==> src/rtl/fit_policy_block_allocator_macros.svh <==
// ----------------------------------------------------------------------------
// fit policy block allocator assertion macros
// shared concurrent assertion forms used by the allocator rtl
// ----------------------------------------------------------------------------
`ifndef FIT_POLICY_BLOCK_ALLOCATOR_MACROS_SVH
`define FIT_POLICY_BLOCK_ALLOCATOR_MACROS_SVH

// same-cycle implication
`define FPBA_ASSERT_SAME(lbl, clk, rst, ante, cons, msg) \
   lbl: assert property (@(posedge clk) disable iff (rst) (ante) |-> (cons)) else $error(msg);

// next-cycle implication
`define FPBA_ASSERT_NEXT(lbl, clk, rst, ante, cons, msg) \
   lbl: assert property (@(posedge clk) disable iff (rst) (ante) |=> (cons)) else $error(msg);

`endif

==> src/rtl/fpba_pkg.sv <==
// ----------------------------------------------------------------------------
// fpba_pkg
// types and constants of the fit policy block allocator
// ----------------------------------------------------------------------------
`timescale 1ns / 1ps

package fpba_pkg;

   localparam int IDX_PORT_W   = 4;
   localparam int SIZE_PORT_W  = 16;
   localparam int CSR_IDX_W    = 2;
   localparam int CSR_DATA_W   = 5;
   localparam int POLICY_W     = 2;
   localparam int BLOCKS_W     = 5;

   localparam logic [CSR_IDX_W-1:0] CSR_FIT_POLICY    = 2'd0;
   localparam logic [CSR_IDX_W-1:0] CSR_BLOCKS_IN_USE = 2'd1;

   localparam logic [POLICY_W-1:0] FIT_FIRST = 2'd0;
   localparam logic [POLICY_W-1:0] FIT_BEST  = 2'd1;
   localparam logic [POLICY_W-1:0] FIT_WORST = 2'd2;

   localparam logic [BLOCKS_W-1:0] BLOCKS_RESET = 5'd16;

   localparam logic MODE_LOAD    = 1'b0;
   localparam logic MODE_REQUEST = 1'b1;

   typedef enum logic [1:0] {
      ST_IDLE,
      ST_SCAN,
      ST_UPDATE
   } state_type;

endpackage

==> src/rtl/fit_policy_block_allocator.sv <==
// ----------------------------------------------------------------------------
// fit_policy_block_allocator
// first, best and worst fit allocator over a table of block free sizes
// ----------------------------------------------------------------------------
// req channel: mode 0 loads req_size_value into table entry req_block_index
//   (indexes at or above NUM_BLOCKS are dropped) and gives no response;
//   mode 1 requests req_size_value bytes and gives one rsp transaction
// rsp channel: granted flag, chosen block, its remaining size and the
//   request's last_request mark echoed as batch_end
// csr port: index 0 fit policy (3 acts as first fit), index 1 blocks in use
// a load is written to the table as it is taken; a request scans the first
//   min(blocks_in_use, NUM_BLOCKS) entries (none with no blocks in use) through
//   the single table read port, one entry per cycle, and one shared comparator;
//   the table update then posts the response and returns to idle
// the response sits in an output register; a request may already be taken
//   and scanned while it waits, and only the table update stalls on it
// reset clears the table through per-entry valid bits, sets fit policy to
//   first fit and blocks in use to 16, and drops any pending response
// ----------------------------------------------------------------------------
`timescale 1ns / 1ps
`include "fit_policy_block_allocator_macros.svh"

module fit_policy_block_allocator #(
   parameter int NUM_BLOCKS = 16,
   parameter int SIZE_BITS  = 16
) (
   input  logic                                  clock,
   input  logic                                  reset,
   input  logic                                  req_valid,
   output logic                                  req_ready,
   input  logic                                  req_mode,
   input  logic [fpba_pkg::IDX_PORT_W-1:0]       req_block_index,
   input  logic [fpba_pkg::SIZE_PORT_W-1:0]      req_size_value,
   input  logic                                  req_last_request,
   output logic                                  rsp_valid,
   input  logic                                  rsp_ready,
   output logic                                  rsp_granted,
   output logic [fpba_pkg::IDX_PORT_W-1:0]       rsp_block_number,
   output logic [fpba_pkg::SIZE_PORT_W-1:0]      rsp_remaining_size,
   output logic                                  rsp_batch_end,
   input  logic                                  csr_wr_en,
   input  logic [fpba_pkg::CSR_IDX_W-1:0]        csr_index,
   input  logic [fpba_pkg::CSR_DATA_W-1:0]       csr_wdata
);

   localparam int IDX_W = (NUM_BLOCKS > 1) ? $clog2(NUM_BLOCKS) : 1;
   localparam int CNT_W = $clog2(NUM_BLOCKS + 1);
   localparam int LIM_W = (CNT_W > fpba_pkg::BLOCKS_W) ? CNT_W : fpba_pkg::BLOCKS_W;

   fpba_pkg::state_type st_ff, st_in;

   logic [fpba_pkg::POLICY_W-1:0] policy_ff;
   logic [fpba_pkg::BLOCKS_W-1:0] blocks_ff;

   logic [NUM_BLOCKS-1:0] valid_ff, valid_in;
   logic [CNT_W-1:0]      cnt_ff, cnt_in;
   logic [CNT_W-1:0]      lim_ff, lim_in;
   logic                  pend_ff, pend_in;
   logic                  rd_vld_ff, rd_vld_in;
   logic [IDX_W-1:0]      pend_idx_ff, pend_idx_in;
   logic                  found_ff, found_in;
   logic [IDX_W-1:0]      pick_ff, pick_in;
   logic [SIZE_BITS-1:0]  best_ff, best_in;
   logic [SIZE_BITS-1:0]  size_ff, size_in;
   logic                  last_ff, last_in;

   logic                            rsp_valid_ff, rsp_valid_in;
   logic                            rsp_granted_ff, rsp_granted_in;
   logic [fpba_pkg::IDX_PORT_W-1:0]  rsp_block_ff, rsp_block_in;
   logic [fpba_pkg::SIZE_PORT_W-1:0] rsp_remain_ff, rsp_remain_in;
   logic                            rsp_batch_ff, rsp_batch_in;

   logic                  ram_wr_en;
   logic [IDX_W-1:0]      ram_wr_addr;
   logic [SIZE_BITS-1:0]  ram_wr_data;
   logic                  ram_rd_en;
   logic [IDX_W-1:0]      ram_rd_addr;
   logic [SIZE_BITS-1:0]  ram_rd_data;

   logic                  req_acc;
   logic                  rsp_busy;
   logic [SIZE_BITS-1:0]  entry_size;
   logic                  entry_fits;
   logic                  entry_take;
   logic [SIZE_BITS-1:0]  new_size;
   logic [LIM_W-1:0]      blocks_ext;

   assign req_acc    = req_valid && req_ready;
   assign rsp_busy   = rsp_valid_ff && !rsp_ready;
   assign entry_size = rd_vld_ff ? ram_rd_data : '0;
   assign entry_fits = entry_size >= size_ff;
   assign new_size   = best_ff - size_ff;
   assign blocks_ext = LIM_W'(blocks_ff);

   always_comb begin
      entry_take = 1'b0;
      if (pend_ff && entry_fits) begin
         if (!found_ff) begin
            entry_take = 1'b1;
         end else begin
            case (policy_ff)
               fpba_pkg::FIT_BEST:  entry_take = entry_size < best_ff;
               fpba_pkg::FIT_WORST: entry_take = entry_size > best_ff;
               default:             entry_take = 1'b0;
            endcase
         end
      end
   end

   fpba_ram #(
      .WIDTH (SIZE_BITS),
      .DEPTH (NUM_BLOCKS)
   ) u_table (
      .clock   (clock),
      .wr_en   (ram_wr_en),
      .wr_addr (ram_wr_addr),
      .wr_data (ram_wr_data),
      .rd_en   (ram_rd_en),
      .rd_addr (ram_rd_addr),
      .rd_data (ram_rd_data)
   );

   // next state
   always_comb begin
      st_in = st_ff;
      case (st_ff)
         fpba_pkg::ST_IDLE: begin
            if (req_acc && req_mode == fpba_pkg::MODE_REQUEST) begin
               st_in = fpba_pkg::ST_SCAN;
            end
         end
         fpba_pkg::ST_SCAN: begin
            if (cnt_ff == lim_ff && !pend_ff) begin
               st_in = fpba_pkg::ST_UPDATE;
            end
         end
         fpba_pkg::ST_UPDATE: begin
            if (!rsp_busy) begin
               st_in = fpba_pkg::ST_IDLE;
            end
         end
         default: st_in = fpba_pkg::ST_IDLE;
      endcase
   end

   // datapath and outputs
   always_comb begin
      req_ready      = st_ff == fpba_pkg::ST_IDLE;
      valid_in       = valid_ff;
      cnt_in         = cnt_ff;
      lim_in         = lim_ff;
      pend_in        = 1'b0;
      rd_vld_in      = rd_vld_ff;
      pend_idx_in    = pend_idx_ff;
      found_in       = found_ff;
      pick_in        = pick_ff;
      best_in        = best_ff;
      size_in        = size_ff;
      last_in        = last_ff;
      rsp_valid_in   = rsp_valid_ff && !rsp_ready;
      rsp_granted_in = rsp_granted_ff;
      rsp_block_in   = rsp_block_ff;
      rsp_remain_in  = rsp_remain_ff;
      rsp_batch_in   = rsp_batch_ff;
      ram_wr_en      = 1'b0;
      ram_wr_addr    = pick_ff;
      ram_wr_data    = new_size;
      ram_rd_en      = 1'b0;
      ram_rd_addr    = cnt_ff[IDX_W-1:0];
      case (st_ff)
         fpba_pkg::ST_IDLE: begin
            if (req_acc) begin
               if (req_mode == fpba_pkg::MODE_LOAD) begin
                  ram_wr_addr = IDX_W'(req_block_index);
                  ram_wr_data = SIZE_BITS'(req_size_value);
                  if (32'(req_block_index) < NUM_BLOCKS) begin
                     ram_wr_en = 1'b1;
                     valid_in[IDX_W'(req_block_index)] = 1'b1;
                  end
               end else begin
                  cnt_in   = '0;
                  found_in = 1'b0;
                  pick_in  = '0;
                  size_in  = SIZE_BITS'(req_size_value);
                  last_in  = req_last_request;
                  lim_in   = (blocks_ext > LIM_W'(NUM_BLOCKS)) ? CNT_W'(NUM_BLOCKS)
                                                              : CNT_W'(blocks_ext);
               end
            end
         end
         fpba_pkg::ST_SCAN: begin
            if (cnt_ff != lim_ff) begin
               ram_rd_en   = 1'b1;
               pend_in     = 1'b1;
               pend_idx_in = cnt_ff[IDX_W-1:0];
               rd_vld_in   = valid_ff[cnt_ff[IDX_W-1:0]];
               cnt_in      = cnt_ff + 1'b1;
            end
            if (entry_take) begin
               found_in = 1'b1;
               pick_in  = pend_idx_ff;
               best_in  = entry_size;
            end
         end
         fpba_pkg::ST_UPDATE: begin
            if (!rsp_busy) begin
               ram_wr_en      = found_ff;
               rsp_valid_in   = 1'b1;
               rsp_granted_in = found_ff;
               rsp_block_in   = found_ff ? fpba_pkg::IDX_PORT_W'(pick_ff) : '0;
               rsp_remain_in  = found_ff ? fpba_pkg::SIZE_PORT_W'(new_size) : '0;
               rsp_batch_in   = last_ff;
               if (found_ff) begin
                  valid_in[pick_ff] = 1'b1;
               end
            end
         end
         default: begin
            req_ready = 1'b0;
         end
      endcase
   end

   always_ff @(posedge clock) begin
      if (reset) begin
         st_ff        <= fpba_pkg::ST_IDLE;
         policy_ff    <= fpba_pkg::FIT_FIRST;
         blocks_ff    <= fpba_pkg::BLOCKS_RESET;
         valid_ff     <= '0;
         cnt_ff       <= '0;
         lim_ff       <= '0;
         pend_ff      <= 1'b0;
         found_ff     <= 1'b0;
         rsp_valid_ff <= 1'b0;
      end else begin
         st_ff        <= st_in;
         valid_ff     <= valid_in;
         cnt_ff       <= cnt_in;
         lim_ff       <= lim_in;
         pend_ff      <= pend_in;
         found_ff     <= found_in;
         rsp_valid_ff <= rsp_valid_in;
         if (csr_wr_en) begin
            case (csr_index)
               fpba_pkg::CSR_FIT_POLICY:    policy_ff <= csr_wdata[fpba_pkg::POLICY_W-1:0];
               fpba_pkg::CSR_BLOCKS_IN_USE: blocks_ff <= csr_wdata[fpba_pkg::BLOCKS_W-1:0];
               default:                     policy_ff <= policy_ff;
            endcase
         end
      end
   end

   always_ff @(posedge clock) begin
      rd_vld_ff      <= rd_vld_in;
      pend_idx_ff    <= pend_idx_in;
      pick_ff        <= pick_in;
      best_ff        <= best_in;
      size_ff        <= size_in;
      last_ff        <= last_in;
      rsp_granted_ff <= rsp_granted_in;
      rsp_block_ff   <= rsp_block_in;
      rsp_remain_ff  <= rsp_remain_in;
      rsp_batch_ff   <= rsp_batch_in;
   end

   assign rsp_valid          = rsp_valid_ff;
   assign rsp_granted        = rsp_granted_ff;
   assign rsp_block_number   = rsp_block_ff;
   assign rsp_remaining_size = rsp_remain_ff;
   assign rsp_batch_end      = rsp_batch_ff;

   `FPBA_ASSERT_NEXT(a_req_starts_scan, clock, reset,
      req_acc && req_mode == fpba_pkg::MODE_REQUEST, st_ff == fpba_pkg::ST_SCAN,
      "request transaction did not start a scan")

   `FPBA_ASSERT_SAME(a_scan_in_range, clock, reset,
      st_ff == fpba_pkg::ST_SCAN, cnt_ff <= lim_ff && lim_ff <= CNT_W'(NUM_BLOCKS),
      "scan counter beyond the scan limit")

   `FPBA_ASSERT_SAME(a_pick_in_range, clock, reset,
      found_ff && st_ff != fpba_pkg::ST_IDLE, CNT_W'(pick_ff) < lim_ff,
      "chosen block outside the scanned range")

   `FPBA_ASSERT_NEXT(a_update_posts_rsp, clock, reset,
      st_ff == fpba_pkg::ST_UPDATE && !rsp_busy,
      rsp_valid_ff && st_ff == fpba_pkg::ST_IDLE,
      "table update did not post a response")

endmodule

==> src/rtl/fpba_ram.sv <==
// ----------------------------------------------------------------------------
// fpba_ram
// generic single write, single read ram with registered read data
// ----------------------------------------------------------------------------
`timescale 1ns / 1ps

module fpba_ram #(
   parameter int WIDTH = 16,
   parameter int DEPTH = 16
) (
   input  logic                                     clock,
   input  logic                                     wr_en,
   input  logic [((DEPTH > 1) ? $clog2(DEPTH) : 1)-1:0] wr_addr,
   input  logic [WIDTH-1:0]                         wr_data,
   input  logic                                     rd_en,
   input  logic [((DEPTH > 1) ? $clog2(DEPTH) : 1)-1:0] rd_addr,
   output logic [WIDTH-1:0]                         rd_data
);

   logic [WIDTH-1:0] mem_ff [DEPTH];
   logic [WIDTH-1:0] rd_data_ff;

   always_ff @(posedge clock) begin
      if (wr_en) begin
         mem_ff[wr_addr] <= wr_data;
      end
      if (rd_en) begin
         rd_data_ff <= mem_ff[rd_addr];
      end
   end

   assign rd_data = rd_data_ff;

endmodule
==> config.mk <==
export PLATFORM = sky130hd
export DESIGN_NAME = fit_policy_block_allocator
export DESIGN_NICKNAME = d
export VERILOG_FILES = /design/src/rtl/fpba_pkg.sv /design/src/rtl/fit_policy_block_allocator.sv /design/src/rtl/fpba_ram.sv
export VERILOG_INCLUDE_DIRS = /design/src /design/src/rtl
export SDC_FILE = /design/constraint.sdc
export NUM_CORES = 1
export LEC_CHECK = 0
export ABC_AREA = 1
export BUFFER_PORTS_ARGS = -buffer_cell sky130_fd_sc_hd__buf_4
export CORE_MARGIN = 4
export CORE_UTILIZATION = 56
export CTS_CLUSTER_DIAMETER = 30
export DETAILED_ROUTE_END_ITERATION = 8
export PLACE_DENSITY_LB_ADDON = 0.15
export SLEW_MARGIN = 20
export SYNTH_ARGS = -nofsm -noshare
export SYNTH_HDL_FRONTEND = slang
export SYNTH_HIERARCHICAL = 1
export SYNTH_SLANG_ARGS = --single-unit
==> constraint.sdc <==
create_clock -name clock -period 3.65 [get_ports clock]
set_clock_uncertainty 0.15 [all_clocks]
set_input_delay 0.365 -clock clock [delete_from_list [all_inputs] [get_ports clock]]
set_output_delay 0.365 -clock clock [all_outputs]
set_load 0.01 [all_outputs]
Yosys cells after proc, flatten, opt, wreduce, memory -nomap -nowiden
Memory sizes are Yosys's and may differ from the RTL's. A register that Yosys moved wholly into a read port is not among the register bits.
Index checks and enable logic that the tools add are counted.
{"block": "op_classes", "add_sub_neg": 2, "n_lt_le_gt_ge": 9, "eq_ne": 16, "muxes": 48, "bitwise_logic": 3, "n_reduce_logical": 23}
{"op": "16-bit 2-to-1 mux", "n": 8}
{"op": "16-bit bitwise OR", "n": 2}
{"op": "16-bit case mux with 2 select lines", "n": 1}
{"op": "4-bit 2-to-1 mux", "n": 6}
{"op": "5-bit 2-to-1 mux", "n": 4}
{"op": "2-bit != test, second input constant", "n": 9}
{"op": "1-bit 2-to-1 mux", "n": 17}
{"op": "16-bit greater-or-equal comparator", "n": 1}
{"op": "16-bit > comparator", "n": 1}
{"op": "16-bit less-than comparator", "n": 1}
{"op": "16-bit subtractor", "n": 1}
{"op": "4-bit by 5-bit less-than comparator with 1-bit output, second input constant", "n": 3}
{"op": "5-bit case mux with 2 select lines", "n": 1}
{"op": "2-bit AND reduction", "n": 5}
{"op": "1-bit demux with 4-bit select", "n": 2}
{"op": "4-bit by 1-bit greater-or-equal comparator with 1-bit output, second input constant", "n": 2}
{"op": "4-bit case mux with 2 select lines", "n": 1}
{"op": "4-bit AND reduction", "n": 2}
{"op": "1-bit logical AND", "n": 7}
{"op": "2-bit by 1-bit equality test with 1-bit output, second input constant", "n": 3}
{"op": "2-bit 2-to-1 mux", "n": 3}
{"op": "1-bit case mux with 2 select lines", "n": 3}
{"op": "2-bit case mux with 3 select lines", "n": 1}
{"op": "3-bit AND reduction", "n": 2}
{"op": "other kinds (11)", "n": 15}
{"block": "word_totals", "ff_bits": 102, "mem_bits_rw": 256, "input_bits": 34, "output_inout_bits": 24, "wordCells": 121, "mem_count": 1}
{"memory": "u_table.mem_ff", "depth": 16, "word_bits": 16, "read_ports": 1, "rd_ports_with_merged_regs": 1, "write_ports": 1, "line_no": "fpba_ram.sv:20", "rtl": "logic [WIDTH-1:0] mem_ff [DEPTH];"}

Logic depth before layout (Yosys ltp)
{"block": "depth", "depth_word": 8, "depth_mapped": 18, "ltp_nobuf": 16}

By module
The synthesis kept the hierarchy.
{"mod": "fpba_ram", "instances": 1, "cells_per_inst": 1074, "area_per_inst_um2": 11541.1, "seq_area_each_um2": 8167.8}
{"mod": "fit_policy_block_allocator", "instances": 1, "cells_per_inst": 692, "area_per_inst_um2": 5781.8, "seq_area_each_um2": 2682.6}

Least setup slack after synthesis
Ideal clock, no wire load.
{"block": "synth_path", "path_kind": "flip-flop to flip-flop", "from": "reg st_ff[1]", "to": "mem u_table.mem_ff[12][0] (enable)", "setup_time_ns": 0.388, "arrival_ns": 2.926, "required_time_ns": 3.112, "slack_ns": 0.186, "path_stages_with_launch": 8, "n_path_buf": 1, "period_less_slack_ns": 3.464, "path_cell_list": "dfxtp_1 nand2_1 nor2_1 nand2_1 nand2_1 buf_4 nand3_1 nor2_1"}
{"block": "synth_via", "elab_chain_len": 7, "elab_cells_between_ends": 10, "cone_classes": "eq/ne: 1; mux: 7; reduce/logical: 2"}
{"element": "from (decl)", "line_no": "fit_policy_block_allocator.sv:50", "rtl": "fpba_pkg::state_type st_ff, st_in;"}
{"element": "from (signal assigned)", "line_no": "fit_policy_block_allocator.sv:226", "rtl": "st_ff <= fpba_pkg::ST_IDLE;"}
{"element": "from (signal assigned)", "line_no": "fit_policy_block_allocator.sv:236", "rtl": "st_ff <= st_in;"}
{"element": "2-bit logical NOT", "line_no": "fit_policy_block_allocator.sv:148, fit_policy_block_allocator.sv:170"}
{"element": "1-bit 2-to-1 mux", "line_no": "fit_policy_block_allocator.sv:170", "rtl": "case (st_ff)"}
{"element": "1-bit logical AND", "line_no": "fit_policy_block_allocator.sv:88", "rtl": "assign req_acc = req_valid && req_ready;"}
{"element": "1-bit 2-to-1 mux", "line_no": "fit_policy_block_allocator.sv:172", "rtl": "if (req_acc) begin"}
{"element": "1-bit case mux with 2 select lines *", "line_no": "fit_policy_block_allocator.sv:170"}
{"element": "net ram_wr_en", "line_no": "fit_policy_block_allocator.sv:73", "rtl": "logic ram_wr_en;"}
{"element": "1-bit 2-to-1 mux *", "line_no": "fpba_ram.sv:24", "rtl": "if (wr_en) begin"}
{"element": "1-bit 2-to-1 mux (implied by the code) *", "line_no": "fpba_ram.sv:25", "rtl": "mem_ff[wr_addr] <= wr_data;"}
{"element": "to (decl)", "line_no": "fpba_ram.sv:20"}
The timed path passes the listed nets; every way through them passes the cells marked *.

Final worst setup path
{"block": "layout_path", "from": "reg rd_vld_ff", "to": "reg best_ff[4] (enable)"}
{"block": "layout_via", "elab_chain_len": 6, "elab_cells_between_ends": 9, "cone_classes": "order compare: 3; mux: 4; reduce/logical: 2"}
{"element": "from (decl)", "line_no": "fit_policy_block_allocator.sv:59", "rtl": "logic rd_vld_ff, rd_vld_in;"}
{"element": "from (signal assigned)", "line_no": "fit_policy_block_allocator.sv:254", "rtl": "rd_vld_ff <= rd_vld_in;"}
{"element": "16-bit 2-to-1 mux *", "line_no": "fit_policy_block_allocator.sv:90", "rtl": "assign entry_size = rd_vld_ff ? ram_rd_data : '0;"}
{"element": "net entry_size[15]", "line_no": "fit_policy_block_allocator.sv:82", "rtl": "logic [SIZE_BITS-1:0] entry_size;"}
{"element": "16-bit > comparator or 16-bit less-than comparator (tied branches)", "line_no": "fit_policy_block_allocator.sv:103, fit_policy_block_allocator.sv:102"}
{"element": "1-bit case mux with 2 select lines", "line_no": "fit_policy_block_allocator.sv:101", "rtl": "case (policy_ff)"}
{"element": "1-bit 2-to-1 mux", "line_no": "fit_policy_block_allocator.sv:98", "rtl": "if (!found_ff) begin"}
{"element": "1-bit 2-to-1 mux *", "line_no": "fit_policy_block_allocator.sv:97", "rtl": "if (pend_ff && entry_fits) begin"}
{"element": "2-bit AND reduction (no line) *"}
{"element": "to (signal assigned)", "line_no": "fit_policy_block_allocator.sv:257", "rtl": "best_ff <= best_in;"}
{"element": "to (decl)", "line_no": "fit_policy_block_allocator.sv:63", "rtl": "logic [SIZE_BITS-1:0] best_ff, best_in;"}
Marks and branches as above.
A chain may end at the register's enable or synchronous reset.

==> results.py <==
metrics = {
    "pwr": {
        "swShare_pct": 23.5,
        "p_total_w": 0.0132,
        "combPwrFrac_pct": 9.0,
        "power.leakage_nw": 9.33,
        "power.share.clock_pct": 53.9,
        "power_frac_seq_pct": 37.0,
        "ir_drop_mv": 0.427,
        "power.density_nw_per_um2": 618,
        "internal_power_w": 0.0101,
        "p_sw_w": 0.00311,
    },
    "sta": {
        "max_freq_mhz": 334,
        "rsz0062_at_grt": "no",
        "slew_violations": 0,
        "hold_viol_final": 0,
        "setup_viol": 0,
        "tightestPinTransition_ns": 1.01,
        "maxSlewHeadroom_pct": 32.3,
        "finalCriticalPeriod_ns": 3.00,
        "whs_ns": 0.0433,
        "finalSetupTns_ns": 0,
        "period_share_pct": 82.1,
    },
    "floorplan": {
        "core_area_um2": 30600,
        "ios": 58,
        "die_y_um": 184,
        "initial_core_util_pct": 56.6,
        "core.rowCount": 64,
        "chipWidth_um": 184,
        "die-area_um2": 33800,
    },
    "worst_setup_path": {
        "worst-path-buf-inv": 3,
        "arrival_ns": 3.09,
        "worst_setup_path_end_kind": "register",
        "crit_required_ns": 3.74,
        "cp-start-kind": "register",
        "critPathTopFamily": "simple AND/OR/NAND/NOR gates",
        "crit_chain": "nand2_1, inv_1, ha_1, nand2_1, inv_1, nand3_1, nor3_1, nand2_1, nand3_1, nand3_1, nand2_1, nand3_1, a21oi_1, buf_4",
        "crit_type": "register to register",
        "cpPeakStageDelay_ns": 0.67,
        "crit_fanout": 18,
        "slowest_stage": "edfxtp_1",
    },
    "route": {
        "via_count": 12800,
        "route.antenna.remaining_nets": 0,
        "routed_wl_mm": 44.0,
        "met2_length_mm": 20.8,
        "vias_per_cell": 5.39,
        "drtPass1Iterations": 6,
        "drc_errors": 0,
        "wirelength_met1_mm": 18.0,
        "first_iter_violations": 1084,
        "routedWlPerCell_um": 18.5,
        "highest_layer": "met4",
        "dr_wl_met3_mm": 3.52,
    },
    "grt": {
        "antenna_found_initial": 0,
        "grt_max_degree": 141,
        "grt_overflow_total": 0,
        "grt_use_total_pct": 26.3,
        "grt_pass1_wl_mm": 68.6,
        "grt_pass1_vias": 12800,
    },
    "cells_and_area": {
        "drive_gt1_share_pct": 13.4,
        "multi_input_area_um2": 4940,
        "regArea_um2": 10900,
        "area_delta_synth_final_pct": 23.2,
        "final.fill_count": 2213,
        "final_cells": 2377,
        "stdcell_area_um2": 21300,
        "layout.cells.most_common_list": "nand2_1 (464), edfxtp_1 (336), inv_1 (319)",
        "diodes": 0,
        "final_common_cell": "nand2_1",
        "fin_nets": 1997,
    },
    "clocking": {
        "cts_hold_buf": 27,
        "h-tree-depth": 3,
        "clk_pin_slew_ns": 0.05,
        "cts_buffer_depth": 3,
        "cts_buffers": 80,
        "clk_latency_ns": 0.57,
        "clkSinkCount": 374,
        "cts_tree": "yes",
        "cts_setup_buffers": 0,
        "cts_root_buffer": "clkbuf_16",
        "cts.repair.resized": 0,
    },
    "place": {
        "gp_congestion": 0.904,
        "portBuffers": 57,
        "placed_area_um2": 18400,
        "hpwl_mm": 26.5,
        "dp_cells": 2202,
    },
    "synth": {
        "syn_inst": 1766,
        "netlist_area_um2": 17300,
        "ys_seq_area_share_pct": 62.6,
        "ys_warn_count": 6,
        "async_reset_ff_share_pct": 0,
        "synth_edf_count": 336,
        "ys_types": 41,
        "synth_seq_cells": 374,
        "synth_nets": 1848,
        "synthFlopType": "edfxtp_1",
        "syn_area_per_cell_um2": 9.81,
    },
    "job": {
        "drv_cap": 0,
    },
    "min_path": {
        "hold_class": "input pin to register",
    },
    "status": {
        "status": "finished, final reports clean",
    },
}
## power by group through the flow
stage                     sequential (W)  combinational, W  clock (W)
after floorplan                  0.00495          0.000767          0
final                            0.00489           0.00119    0.00712
after global placement           0.00496           0.00114          0
after CTS                        0.00489           0.00119    0.00720
after detailed placement         0.00496           0.00115          0
after global routing             0.00489           0.00132    0.00744
## kinds of logic after synthesis
family	Yosys count	share of synthesized area (%)
and+or+nand+nor	798	19.5
buffers and inverters	388	9.12
xor gates and xnor gates	15	0.758
adders and majority gates	48	3.51
AOI/OAI and AO/OA	143	4.53
DFF	374	62.6
## layer usage
layer / up-vias / global-route usage (%)
met3: 102 / 5.18
met1: 6063 / 34.8
li1: 6131 / -
met2: 516 / 42.6
met4: 0 / 11.6
met5: - / 0
## synth_stat cells (3+ instances only)
library cell	count	area share, %
o21a_1	3	0.13
o21ai_0	44	1.3
o21bai_1	3	0.13
xnor2_1	6	0.30
a211oi_1	3	0.13
inv_1	320	6.9
edfxtp_1	336	58
nand4_1	5	0.18
a21oi_1	61	1.8
nand2_1	464	10
nor3_1	8	0.23
nor2_1	73	1.6
dfxtp_1	38	4.4
clkbuf_1	19	0.41
nand3_1	234	6.8
buf_6	3	0.20
xor2_1	9	0.46
o32ai_1	4	0.20
o22ai_1	12	0.43
o21ai_1	7	0.20
buf_2	20	0.58
inv_2	4	0.087
buf_4	20	0.87
ha_1	47	3.4
## cell type report
class                           count  area share [%]
Multi-Input combinational cell   1004            23.1
Tap cell                          396            2.32
Sequential cell                   374            50.9
Clock buffer                       95            10.0
Timing Repair Buffer              130            5.30
Inverter                          325            5.72
Clock inverter                     53            2.64
## sequential cells by signal (all words and copies together) (netlist names), 2 cells and up
| signal | cells |
|---|---|
| best_ff | 16 |
| blocks_ext | 5 |
| cnt_ff | 5 |
| lim_ff | 5 |
| pend_idx_ff | 4 |
| pick_ff | 4 |
| policy_ff | 2 |
| rsp_block_number | 4 |
| rsp_remaining_size | 16 |
| size_ff | 16 |
| st_ff | 2 |
| u_table/mem_ff | 256 |
| u_table/rd_data | 16 |
| valid_ff | 16 |
## through the flow
stage | worst slack (ns) | utilization, %
after global placement | 0.724 | 60.1
after detailed placement | 0.685 | 60.1
after CTS | 0.663 | 69.8
after global routing | 0.272 | 69.8
after floorplan | 0.186 | -
final | 0.652 | 69.8
## final timing paths
kind           startpoint            end  slack (ns)  depth (start not counted)
min          csr_index[1]  blocks_ext[4]        0.04                          4
max reg2reg     rd_vld_ff     best_ff[4]        0.65                         14
min reg2reg       last_ff  rsp_batch_end        0.27                          0
max             rd_vld_ff     best_ff[4]        0.65                         14
## tightest hold or removal path, stage by stage
cell and delay [ns]:
buf_4 0.09, nor3_1 0.10, nand2_1 0.09, nand3_1 0.07
Power figures use the tool's default switching activity.
